File: config.mk
export PLATFORM = sky130hd
export DESIGN_NAME = kmc_div
export DESIGN_NICKNAME = d
export VERILOG_FILES = /design/src/kmc_div.sv
export SDC_FILE = /design/constraint.sdc
export NUM_CORES = 1
export LEC_CHECK = 0
export BUFFER_PORTS_ARGS = -buffer_cell sky130_fd_sc_hd__buf_2
export CAP_MARGIN = 10
export CORE_AREA = 2 2 65 67
export DETAILED_ROUTE_END_ITERATION = 10
export DIE_AREA = 0 0 67 69
export PLACE_DENSITY_LB_ADDON = 0.1
export SLEW_MARGIN = 10
export SYNTH_ARGS = -nofsm -noshare
export SYNTH_HDL_FRONTEND = slang
export SYNTH_SLANG_ARGS = --single-unit
File: constraint.sdc
create_clock -name clk -period 5.45 [get_ports clk]
set_input_delay 0.545 -clock clk [delete_from_list [all_inputs] [get_ports clk]]
set_output_delay 0.545 -clock clk [all_outputs]
set_load 0.005 [all_outputs]
File: src/kmc_div.sv
// ---------------------------------------------------------------------------
// kmc_div: restoring divider, one quotient bit per cycle
// Unsigned sum / count for the center update.
// ---------------------------------------------------------------------------
`default_nettype none
module kmc_div #(
    parameter int NUM_BITS = 22,
    parameter int DEN_BITS = 7
) (
    input  wire logic                clk,
    input  wire logic                rst_n,
    input  wire logic                start,
    input  wire logic [NUM_BITS-1:0] num,
    input  wire logic [DEN_BITS-1:0] den,
    output logic                     done,
    output logic [NUM_BITS-1:0]      quot
);
    localparam int CNT_BITS = $clog2(NUM_BITS + 1);

    logic [NUM_BITS-1:0] q_reg, q_next;
    logic [DEN_BITS:0]   r_reg, r_next;
    logic [DEN_BITS-1:0] d_reg, d_next;
    logic [CNT_BITS-1:0] cnt_reg, cnt_next;
    logic                busy_reg, busy_next;
    logic [DEN_BITS+1:0] trial;
    logic [DEN_BITS:0]   shifted;

    always_comb
    begin
        q_next    = q_reg;
        r_next    = r_reg;
        d_next    = d_reg;
        cnt_next  = cnt_reg;
        busy_next = busy_reg;
        shifted   = {r_reg[DEN_BITS-1:0], q_reg[NUM_BITS-1]};
        trial     = {1'b0, shifted} - {2'b00, d_reg};
        if (start)
        begin
            q_next    = num;
            r_next    = '0;
            d_next    = den;
            cnt_next  = CNT_BITS'(NUM_BITS);
            busy_next = 1'b1;
        end
        else if (busy_reg)
        begin
            if (!trial[DEN_BITS+1])
            begin
                r_next = trial[DEN_BITS:0];
                q_next = {q_reg[NUM_BITS-2:0], 1'b1};
            end
            else
            begin
                r_next = shifted;
                q_next = {q_reg[NUM_BITS-2:0], 1'b0};
            end
            cnt_next = cnt_reg - 1'b1;
            if (cnt_reg == CNT_BITS'(1))
                busy_next = 1'b0;
        end
    end

    always_ff @(posedge clk or negedge rst_n)
    begin
        if (!rst_n)
        begin
            busy_reg <= 1'b0;
            cnt_reg  <= '0;
        end
        else
        begin
            busy_reg <= busy_next;
            cnt_reg  <= cnt_next;
        end
    end

    always_ff @(posedge clk)
    begin
        q_reg <= q_next;
        r_reg <= r_next;
        d_reg <= d_next;
    end

    assign done = busy_reg && (cnt_reg == CNT_BITS'(1));
    assign quot = q_next;
endmodule
`default_nettype wire

[Word level (Yosys, flattened, before mapping)]
Index checks and enable logic that the tools add are counted.
Word-level totals
  word-level logic and storage cells: 19
  input port bits: 32
  output and inout bits: 23
  bits in registers: 42
Operators by class
  muxes and demuxes: 9
  equal/unequal tests: 1
  reductions and logical operators: 2
  add/subtract/negate cells: 2
Operators by type and width (number)
  two-way mux 22 bit: 2
  two-way mux 5 bit: 2
  subtractor 8 x 7 -> 9 bit: 1
  two-way mux 7 bit: 1
  == test 5 x 1 -> 1 bit (second input constant): 1
  subtractor 5 x 1 -> 5 bit (second input constant): 1
  two-way mux 1 bit: 4
  nonzero test 2 bit: 1
  logical AND 1 bit: 1

[Depth between registers and ports, before layout]
Gate-level depths: netlist of run 1.
  depth after elaboration: 4
  depth in mapped cells: 8
  mapped depth without buffers: 8

[Worst setup path after synthesis of run 1]
No wires, ideal clock.
  path type: reg-to-output
  start point: register q_reg[21]
  end point: output port quot[0]
  arrival time: 1.823 ns
  slack: 3.082 ns
  data required time: 4.905 ns
  path buffers: 0
  stages on the path, launching flop included: 9
  path through: dfxtp_1 > inv_1 > ha_1 > fa_1 > nand2b_2 > a21oi_4 > o21a_1 > mux2i_1 > o21ai_0
Between the ends
  longest elaborated chain between the ends: 4
Ends and longest elaborated chain
  start: declaration: line 20  | logic [NUM_BITS-1:0] q_reg, q_next;
  start signal: assignment: line 79  | q_reg <= q_next;
  subtractor 8 x 7 -> 9 bit: line 36  | trial = {1'b0, shifted} - {2'b00, d_reg};
  two-way mux 1 bit: line 47  | if (!trial[DEN_BITS+1])
  two-way mux 22 bit: line 45  | else if (busy_reg)
  two-way mux 22 bit: line 37  | if (start)
  end: declaration: line 16  | output logic [NUM_BITS-1:0] quot
Every way passes these cells.

[Final worst setup path of run 1]
Same ends and word-level chain as after synthesis.

==> results by group, run 1 <==
Run
  – Number of max-cap violations: 0

Yosys
  – Synthesized area per cell: 9.447 µm²
  – Post-synth net total: 260
  – Simple-Gate Fraction of Synth Area: 0.1428
  – Synth Warn #: 0
  – Seq cells post-synth: 42
  – Largest family of logic cells by synthesized area: compound AO/OA/AOI/OAI gates
  – Post-synthesis cell count: ~220
  – Post-synthesis compound-gate area fraction: 0.1501
  – XOR/XNOR Fraction of Synth Area: 0.02126
  – Syn Std Cell Area: between 2000 and 2500 µm²
  – Library cells used by synthesis: 37
  – Sequential area share after synthesis: 0.4569
  – Fraction of the mapped netlist area in adder cells: 0.06440
  – Mux cell area share after synthesis: 0.1166

Route
  – DRC violations left: 0
  – First-pass DRT Iterations: 4
  – Via count: 1603
  – Antenna viol nets, final: 0
  – WL per Instance: 11.64 µm
  – Post-Route WL: 3725 µm
  – Via density: approximately 5.0
  – Iter 0 DRT Violations: 54

Place
  – Detail Placement HPWL: 2733 µm
  – DP Area: 2351 µm²
  – Routability congestion estimate: 0.8197
  – IO Port Bufs: 54

Floorplan
  – Initial Utilization: 0.5262
  – Die ar.: 4623 µm²
  – Die height: 69 µm
  – Rows: 23
  – IO Count: 55
  – Die width: 67 µm
  – Core ar.: 3914 µm²

Cells and area
  – Layout cell share with drive strength beyond 1: 0.2593
  – Commonest non-fill, non-tap cell in the layout: buf_2
  – Fin nets: 311
  – Storage cell area: about 940 µm²
  – Fillers: 367
  – Area grow syn2layout: 18.71%
  – Commonest cells after routing, fill and taps aside: buf_2 (54), nand2_1 (30), dfxtp_1 (29), o21ai_0 (27), mux2i_1 (24)
  – Largest register FFs: 22
  – Design area: 2445 µm²
  – Diodes inserted: 0
  – Area taken by multi-input logic gates: 1020 µm²

Worst hold path
  – Worst min-delay path class: input port to asynchronous set/reset pin

CTS
  – CTS hold repair buffers: 0
  – Clock sink total: 42
  – Post_cts resized: 0
  – H-tree level count: 2
  – CTS tree: built
  – Clock transition at the registers of the reported paths: approximately 0.08 ns
  – Clock Path Buffers: 2
  – CTS buffer count: 5
  – Clock Latency Late Sink: 0.29 ns
  – Post-CTS Setup Inserts: 0
  – CTS Root Cell: clkbuf_8

Critical path
  – Crit Path Class: register to output pin
  – Worst setup SP type: register
  – CP endpoint kind: output pin
  – Crit path arrival time: 2.46 ns
  – Crit-path max FO: 5
  – CP Data Required Time: a little under 5 ns

Timing
  – Slew at the pin closest to its max-slew limit: 1.012 ns
  – Fmax: between 0.3 and 0.4 GHz
  – Period utilization: 0.5505
  – Final Skew: 0.005777 ns
  – Min Tclk post-route: about 3.0 ns
  – RSZ-0062 raised after global routing: no
  – Max-slew violation count: 0
  – Slew headroom: 0.3252
  – Final TNS setup: 0 ns
  – Final hold vios: 0
  – Count of final setup violators: 0

GRT
  – Grt total ovfl: 0
  – Tot GR Track Use: 0.1741
  – Largest net degree at the start of global routing: 67
  – Vias in the first global route: 1532
  – Wire length of the first global-routing pass: 6341 µm
  – Antenna violations before repair: 0

Power and ir drop
  – P_sw: 215.8 µW
  – P_int: ~530 µW
  – Sw Ratio: 0.2882
  – Power share of the combinational group: 0.236
  – Seq pwr share: 0.492
  – Clock power share: 0.272
  – Leak: 0.001251 µW
  – Worst VDD drop: 175.1 µV
  – PwrDens: 306.3 nW/µm²

Outcome
  – Status: completed
==> power groups by stage <==
stage                     Sequential [µW]  Clock, µW  Combinational (µW)
final                                 368        204                 177
after global routing                  373        223                 199
after CTS                             369        212                 179
after detailed placement              376          0                 177
after global placement                375          0                 175
after floorplan                       371          0                 129
==> layout make-up <==
type,count,share of cell area
multi-input combinational,151,0.4171
clock buffer,6,0.03378
sequential,42,0.3854
inverter,15,0.02303
timing repair buffer,54,0.1105
clock inverter,2,0.004606
tap,50,0.02559
==> logic make-up (layout without fill, tap and decap cells) <==
logic type                 Yosys count  after routing
and+or+nand+nor                     65             65
AOI/OAI and AO/OA                   47             47
DFF                                 42             42
buffers and inverters               25             77
muxes                               24             24
adders and majority gates           10             10
xor gates and xnor gates             5              5
==> worst max-delay path, cell delays in order, from the launching register on <==
cell	delay, ns
dfxtp_1	0.36
inv_1	0.05
ha_1	0.21
fa_1	0.41
nand2b_2	0.23
a21oi_4	0.18
o21a_1	0.27
mux2i_1	0.10
o21ai_0	0.21
buf_2	0.16
==> metrics by stage <==
step                worst slack, ns  hold WS [ns]    util  power [µW]  instances
floorplan                     3.082        0.2494       -       499.0        218
global placement              2.773        0.3749  0.6007       550.0        312
detailed placement            2.755        0.3760  0.6007       553.4        312
CTS                           2.414       0.05976  0.6247       759.1        320
global route                  2.256       0.05913  0.6247       794.6        320
finish                        2.450       0.06776  0.6247       748.9        320
==> Yosys cell counts (all sizes together) <==
| library cell | count | share of area |
|---|---|---|
| a211oi | 1 | 0.0036 |
| a21o | 1 | 0.0036 |
| a21oi | 5 | 0.018 |
| a311oi | 4 | 0.023 |
| a31oi | 1 | 0.0030 |
| and3 | 1 | 0.0030 |
| buf | 4 | 0.0097 |
| clkbuf | 6 | 0.011 |
| dfrtp | 6 | 0.073 |
| dfxtp | 29 | 0.28 |
| edfxtp | 7 | 0.10 |
| fa | 1 | 0.0097 |
| ha | 9 | 0.055 |
| inv | 15 | 0.027 |
| mux2i | 24 | 0.12 |
| nand2 | 30 | 0.055 |
| nand2b | 6 | 0.019 |
| nor2 | 18 | 0.033 |
| nor3 | 2 | 0.0049 |
| nor3b | 1 | 0.0036 |
| nor4 | 1 | 0.0030 |
| o211ai | 2 | 0.0073 |
| o21a | 1 | 0.0036 |
| o21ai | 30 | 0.080 |
| o21bai | 1 | 0.0036 |
| o311ai | 1 | 0.0043 |
| or3 | 3 | 0.0091 |
| or4 | 2 | 0.0073 |
| or4b | 1 | 0.0049 |
| xnor2 | 4 | 0.017 |
| xor2 | 1 | 0.0043 |
==> path summary, 6_finish.rpt <==
| check | start | end | slack (ns) | cells past startpoint |
|---|---|---|---|---|
| worst max-delay path | q_reg[21] | quot[0] | 2.45 | 9 |
| worst min-delay path | rst_n | busy_reg | 0.07 | 1 |
| min in group clk | den[5] | d_reg[5] | 0.43 | 1 |
| worst min register to register | r_reg[0] | r_reg[0] | 0.49 | 2 |
| worst max register to register | q_reg[21] | r_reg[4] | 3.17 | 8 |
| max in group asynchronous | rst_n | busy_reg | 5.23 | 1 |
==> routing by layer <==
layer / global-route usage / share of wire / vias to the layer above
li1: - / - / 853
met1: 0.2178 / 0.46 / 704
met2: 0.2871 / 0.49 / 42
met3: 0.04241 / 0.046 / 4
met4: 0.06122 / 0.0072 / 0
met5: 0 / 0 / -
Note: power is estimated with default switching activity, not from simulation.
==> run 2, diff against run 1 <==
ABC_AREA = 1   (was unset)
CORE_AREA = 2 2 66 68   (was 2 2 65 67)
DIE_AREA = 0 0 68 70   (was 0 0 67 69)
clock period = 3 ns   (was 5.45 ns; I/O delays follow)
==> results by group, run 2 <==
CTS
  – Clock Path Buffers: 2 (unchanged)
  – Clock Latency Late Sink: 0.29 ns (about the same)
  – CTS Root Cell: clkbuf_8
  – H-tree level count: 2 (unchanged)
  – Post_cts resized: 0 (unchanged)
  – Post-CTS Setup Inserts: 0 (unchanged)
  – CTS tree: built
  – Clock transition at the registers of the reported paths: 0.08 ns (about the same)
  – CTS buffer count: 5 (unchanged)
  – Clock sink total: 42 (unchanged)

Yosys
  – Syn Std Cell Area: 2054 µm² (-0.24%)
  – Synth Warn #: 0 (unchanged)
  – Simple-Gate Fraction of Synth Area: 0.2333 (+0.09048)
  – Post-synthesis compound-gate area fraction: 0.1346 (-0.01547)
  – Top post-synthesis cells by area: dfxtp_1 (28%), nand2_1 (11%), edfxtp_1 (10%), o221ai_1 (8.5%), inv_1 (7.9%)
  – XOR/XNOR Fraction of Synth Area: 0.004263 (-0.01700)
  – Synth top cells by count: nand2_1 (58), inv_1 (43), dfxtp_1 (29), o221ai_1 (20), nor2_1 (13)
  – Library cells used by synthesis: 33 (-11%)
  – Largest family of logic cells by synthesized area: simple AND/OR/NAND/NOR gates
  – Yosys top cell area share: 0.2826 (+0.0006867)
  – Most frequent cell after synthesis: nand2_1
  – Leading area contributor after synthesis: dfxtp_1
  – Post-synth EDFFs: 7 (unchanged)
  – Fraction of the mapped netlist area in adder cells: 0.06456 (+0.0001569)
  – Mux cell area share after synthesis: 0 (-0.1166)
  – Synth Flop Type: dfxtp_1
  – Seq cells post-synth: 42 (unchanged)
  – Synthesized area per cell: 8.352 µm² (-12%)
  – Post-synth net total: 288 (+11%)
  – Post-synthesis cell count: 246 (+13%)
  – Async set-reset flop share out of synthesis: 0.1429 (unchanged)
  – Sequential area share after synthesis: 0.4580 (+0.001113)

Timing
  – Final hold vios: 0 (unchanged)
  – Min Tclk post-route: between 2 and 2.5 ns
  – WHS: 0.1878 ns (+0.1200 ns)
  – Count of final setup violators: 0 (unchanged)
  – Period utilization: 0.8217
  – RSZ-0062 raised after global routing: no
  – Final Skew: 0.007966 ns (+0.002190 ns)
  – Final TNS setup: 0 ns (unchanged)
  – Max-slew violation count: 0 (unchanged)
  – Slew at the pin closest to its max-slew limit: 0.4819 ns (-0.5303 ns)
  – Slew headroom: 0.6787 (+0.3535)
  – Fmax: ~0.41 GHz

Power and ir drop
  – Worst VDD drop: 620.1 µV (+250%)
  – PwrDens: 741.2 nW/µm² (+140%)
  – Pwr Total: 1850 µW (+150%)
  – Leak: 0.001271 µW (+1.5%)

Floorplan
  – Rows: 24 (+4.3%)
  – Initial Utilization: 0.4958 (-0.03044)
  – Core ar.: 4144 µm² (+5.9%)
  – Die ar.: 4760 µm² (+3.0%)
  – IO Count: 55 (unchanged)
  – Die height: 70 µm (+1.4%)
  – Die width: 68 µm (+1.5%)

Route
  – Post-Route WL: 4038 µm (+8.4%)
  – Via count: 1721 (+7.4%)
  – Via density: 4.875 (-2.7%)
  – Iter 0 DRT Violations: 79 (+46%)
  – DRC violations left: 0 (unchanged)
  – Antenna viol nets, final: 0 (unchanged)
  – WL per Instance: 11.44 µm (-1.7%)
  – First-pass DRT Iterations: 4 (unchanged)

Cells and area
  – Commonest non-fill, non-tap cell in the layout: nand2_1
  – Commonest cells after routing, fill and taps aside: nand2_1 (58), buf_2 (54), inv_1 (43), dfxtp_1 (29), o221ai_1 (20)
  – Area grow syn2layout: 21.50%
  – Fillers: 399 (+8.7%)
  – Fin nets: 342 (+10%)
  – Design area: 2496 µm² (+2.1%)
  – Largest register FFs: 22 (unchanged)
  – Diodes inserted: 0 (unchanged)
  – Layout cell share with drive strength beyond 1: 0.2558 (-0.003445)

Critical path
  – Worst setup SP type: register
  – CP Data Required Time: 2.70 ns (-2.21 ns)
  – Worst R2R Start: q_reg[21]
  – Worst r2r dst: r_reg[5]
  – Setup crit start: q_reg[21]
  – R2R Setup Slk: 1.08 ns (-2.09 ns)
  – Crit-path max FO: 9 (+4)
  – Worst Reg2Reg Path Length in Cells: 12 (+4)
  – Crit Path Class: register to output pin
  – Worst setup endpoint: quot[0]
  – CP endpoint kind: output pin
  – Crit path arrival time: 2.17 ns (-0.29 ns)

Place
  – Detail Placement HPWL: 2999 µm (+9.7%)
  – Routability congestion estimate: 0.7725 (-5.8%)
  – IO Port Bufs: 54 (unchanged)
  – DP Area: 2354 µm² (+0.11%)

Worst hold path
  – Worst min-delay path class: input port to register
  – Startpoint of the worst hold path: den[4]

GRT
  – Antenna violations before repair: 0 (unchanged)
  – Largest net degree at the start of global routing: 25 (-63%)
  – Vias in the first global route: 1629 (+6.3%)
  – Tot GR Track Use: 0.1912 (+0.01707)
  – Grt total ovfl: 0 (unchanged)
  – Wire length of the first global-routing pass: 7031 µm (+11%)

Run
  – Number of max-cap violations: 0 (unchanged)

Outcome
  – Status: completed
[run 2: cell types whose count changed after synthesis, sizes merged, moves of 13 or more]
cell and delta:
inv +31, o221ai +20, o21ai -23, nand2 +31
nand3 +13, mux2i -24
[run 2: cells by family (layout without fill, tap and decap cells)]
kind of cell,Yosys count,after routing
AO/OA/AOI/OAI,35,35
flip-flops,42,42
buffers and inverters,55,110
AND/OR/NAND/NOR,103,103
XOR/XNOR,1,1
adder cells (fa/ha/maj),10,10
[run 2: worst min path at each step]
| stage | end | slack, ns | cells past startpoint |
|---|---|---|---|
| CTS | d_reg[4] | 0.18 | 1 |
| floorplan | busy_reg | 0.004 | 0 |
| global placement | cnt_reg[0] | 0.13 | 1 |
| global route | d_reg[3] | 0.18 | 1 |
| finish | d_reg[4] | 0.19 | 1 |
| detailed placement | cnt_reg[0] | 0.13 | 1 |
[run 2: final cells by class]
type / instances / area (µm²) / share of cell area
flip-flops and latches: 42 / 940.9 / 0.3769
multi-input cells: 149 / 897.1 / 0.3594
repair buffers: 56 / 287.8 / 0.1153
inverters: 46 / 172.7 / 0.06917
clock buffers: 8 / 132.6 / 0.05313
well taps: 52 / 65.06 / 0.02607
[run 2: what timing repair did]
item | 4_1_cts | 5_1_grt
hold buffers | 1 | 0
setup endpoints to repair | 0 | 0
endpoints found under the hold margin | 6 | 0
[run 2: per-layer routing]
layer,global-route usage,vias to the layer above,part of all wire
met4,0.04667,0,0.0077
met2,0.2967,38,0.45
met5,0,-,0
met3,0.05153,2,0.054
li1,-,928,-
met1,0.2633,753,0.49
[run 2: per-stage QoR]
step / instances / utilization / setup slack, ns
floorplan: 246 / - / 1.064
global placement: 344 / 0.5679 / 0.8787
detailed placement: 344 / 0.5679 / 0.8419
CTS: 353 / 0.6024 / 0.5261
global route: 353 / 0.6024 / 0.3675
finish: 353 / 0.6024 / 0.5349
[run 2: power by group]
| group | switching [µW] | internal [µW] | total (µW) |
|---|---|---|---|
| sequential | 55.3 | 663 | 718 |
| clock | 188 | 288 | 476 |
| combinational | 388 | 267 | 656 |
[run 2: critical path, stage by stage, from the launching register on]
cell and delay [ns]:
dfxtp_1 0.36, inv_1 0.06, ha_1 0.22, fa_1 0.40, inv_1 0.07, nand2_1 0.04, nand2_1 0.15, nand3_4 0.13
nand2_4 0.14, nor2_1 0.05, o21ai_1 0.13, buf_2 0.13
==> run 3, diff against run 2 <==
CORE_AREA = 2 2 70 72   (was 2 2 66 68)
DIE_AREA = 0 0 72 74   (was 0 0 68 70)
clock period = 2.03 ns   (was 3 ns; I/O delays follow)
==> results by group, run 3 (same netlist as run 2, synthesis figures left out) <==
Power and ir drop
  – Worst VDD drop: 648.9 µV (+4.6%)
  – Pwr Total: 2669 µW (+44%)
  – PwrDens: 1055 nW/µm² (+42%)
  – Leak: 0.001286 µW (+1.2%)

Timing
  – Period utilization: 0.9992
  – Final TNS setup: 0 ns (unchanged)
  – Final hold vios: 0 (unchanged)
  – Slew at the pin closest to its max-slew limit: 0.4142 ns (-0.06769 ns)
  – Fmax: 0.4930 GHz
  – RSZ-0062 raised after global routing: yes
  – Max-slew violation count: 0 (unchanged)
  – Final Skew: 0.006733 ns (-0.001234 ns)
  – Min Tclk post-route: around 2.0 ns
  – Count of final setup violators: 0 (unchanged)
  – Slew headroom: 0.7235 (+0.04473)

Route
  – DRC violations left: 0 (unchanged)
  – Via count: 1763 (+2.4%)
  – Via density: 4.870 (-0.11%)
  – First-pass DRT Iterations: 4 (unchanged)
  – WL per Instance: 11.51 µm (+0.63%)
  – Post-Route WL: 4167 µm (+3.2%)
  – Iter 0 DRT Violations: 51 (-35%)
  – Antenna viol nets, final: 0 (unchanged)

Critical path
  – Worst path max stage delay: 0.38 ns (-0.02 ns)
  – Crit-path max FO: 2 (-7)
  – Worst setup SP type: register
  – Slowest cell on crit path: edfxtp_1
  – CP endpoint kind: output pin
  – Most Frequent Cell on Critical Path: nand2_2
  – Crit Path Class: register to output pin
  – Crit path arrival time: 1.83 ns (-0.34 ns)
  – CP Cell Sequence: ha_2 > fa_2 > inv_2 > nand2_2 > nand2_2 > nand3_4 > nand2_4 > nor2_2 > o21ai_2 > buf_2
  – Worst path buffer plus inverter count: 2 (-1)
  – Delay-heaviest family, CP: adder cells
  – CP Data Required Time: 1.83 ns (-0.87 ns)

Cells and area
  – Largest register FFs: 22 (unchanged)
  – Commonest cells after routing, fill and taps aside: nand2_1 (56), buf_2 (54), inv_1 (41), dfxtp_1 (28), o221ai_1 (20)
  – Layout cell share with drive strength beyond 1: 0.3019 (+0.04613)
  – Non-filler instance count after layout: 362 (+2.5%)
  – Fin nets: 349 (+2.0%)
  – Area grow syn2layout: 23.14%
  – Commonest non-fill, non-tap cell in the layout: nand2_1
  – Diodes inserted: 0 (unchanged)

Floorplan
  – IO Count: 55 (unchanged)
  – Core ar.: 4598 µm² (+11%)
  – Rows: 25 (+4.2%)
  – Die ar.: 5328 µm² (+12%)
  – Die width: 72 µm (+5.9%)
  – Initial Utilization: 0.4468 (-0.04897)
  – Die height: 74 µm (+5.7%)

Worst hold path
  – Worst min-delay path class: input port to register

CTS
  – Clock Path Buffers: 2 (unchanged)
  – CTS tree: built
  – Clock transition at the registers of the reported paths: 0.08 ns (about the same)
  – CTS Root Cell: clkbuf_8
  – H-tree level count: 2 (unchanged)
  – CTS buffer count: 5 (unchanged)
  – Clock Latency Late Sink: 0.29 ns (about the same)
  – Clock sink total: 42 (unchanged)

GRT
  – Largest net degree at the start of global routing: 25 (unchanged)
  – Vias in the first global route: 1660 (+1.9%)
  – Grt total ovfl: 0 (unchanged)
  – Antenna violations before repair: 0 (unchanged)
  – Tot GR Track Use: 0.1711 (-0.02005)
  – Wire length of the first global-routing pass: 7024 µm (about the same)

Outcome
  – Status: completed

Run
  – Number of max-cap violations: 0 (unchanged)

Place
  – Routability congestion estimate: 0.7606 (-1.5%)
  – Detail Placement HPWL: 3121 µm (+4.1%)
  – IO Port Bufs: 54 (unchanged)
  – Cell count after placement: 350 (+1.7%)
==> run 3: changes by cell type in the layout (fill, tap and decap cells not counted), sizes merged <==
cell	previous run	this run
inv	46	47
clkbuf	8	6
buf	55	62
clkinv	0	1
==> run 3: metrics by stage <==
stage | util | hold slack (ns) | cell area [µm²] | worst slack, ns
floorplan | - | -0.09259 | 2054 | 0.1907
global placement | 0.5189 | 0.03485 | 2386 | 0.08823
detailed placement | 0.5189 | 0.03520 | 2386 | 0.06470
CTS | 0.5450 | 0.07371 | 2506 | -0.08589
global route | 0.5502 | 0.06925 | 2530 | -0.1376
finish | 0.5502 | 0.08785 | 2530 | 0.001696
==> run 3: worst paths after layout <==
path	startpoint	to	slack, ns	cells past startpoint
setup / recovery	d_reg[0]	quot[0]	0.002	10
hold / removal	den[0]	d_reg[0]	0.09	1
setup reg to reg	d_reg[0]	r_reg[6]	0.20	12
hold reg to reg	r_reg[1]	r_reg[1]	0.50	2
max in group asynchronous	rst_n	cnt_reg[1]	1.63	2
min in group asynchronous	rst_n	busy_reg	0.26	2
==> run 3: timing repair <==
action,in CTS,in global routing
pin swaps,2,1
hold buffers,1,0
setup buffers,1,2
hold endpoints to repair,6,0
resized for setup,5,4
endpoints found under the setup margin,1,17
==> run 3: final cells by class <==
class / count / area [µm²]
inverters: 46 / 172.7
flip-flops and latches: 42 / 942.2
clock inverters: 2 / 11.26
fillers: 433 / 2068
repair buffers: 63 / 340.3
well taps: 54 / 67.56
clock buffers: 6 / 82.58
multi-input cells: 149 / 913.4
==> run 3: layer usage <==
metal / vias to the layer above / global-route usage / part of all wire
met4: 0 / 0.06289 / 0.0086
met2: 35 / 0.3014 / 0.47
li1: 937 / - / -
met1: 786 / 0.2024 / 0.47
met3: 5 / 0.04472 / 0.049
met5: - / 0 / 0
==> run 3: power by group <==
part	internal [µW]	switching (µW)
Combinational	461	592
Sequential	980	81.0
Clock	274	281
Total	1720	954
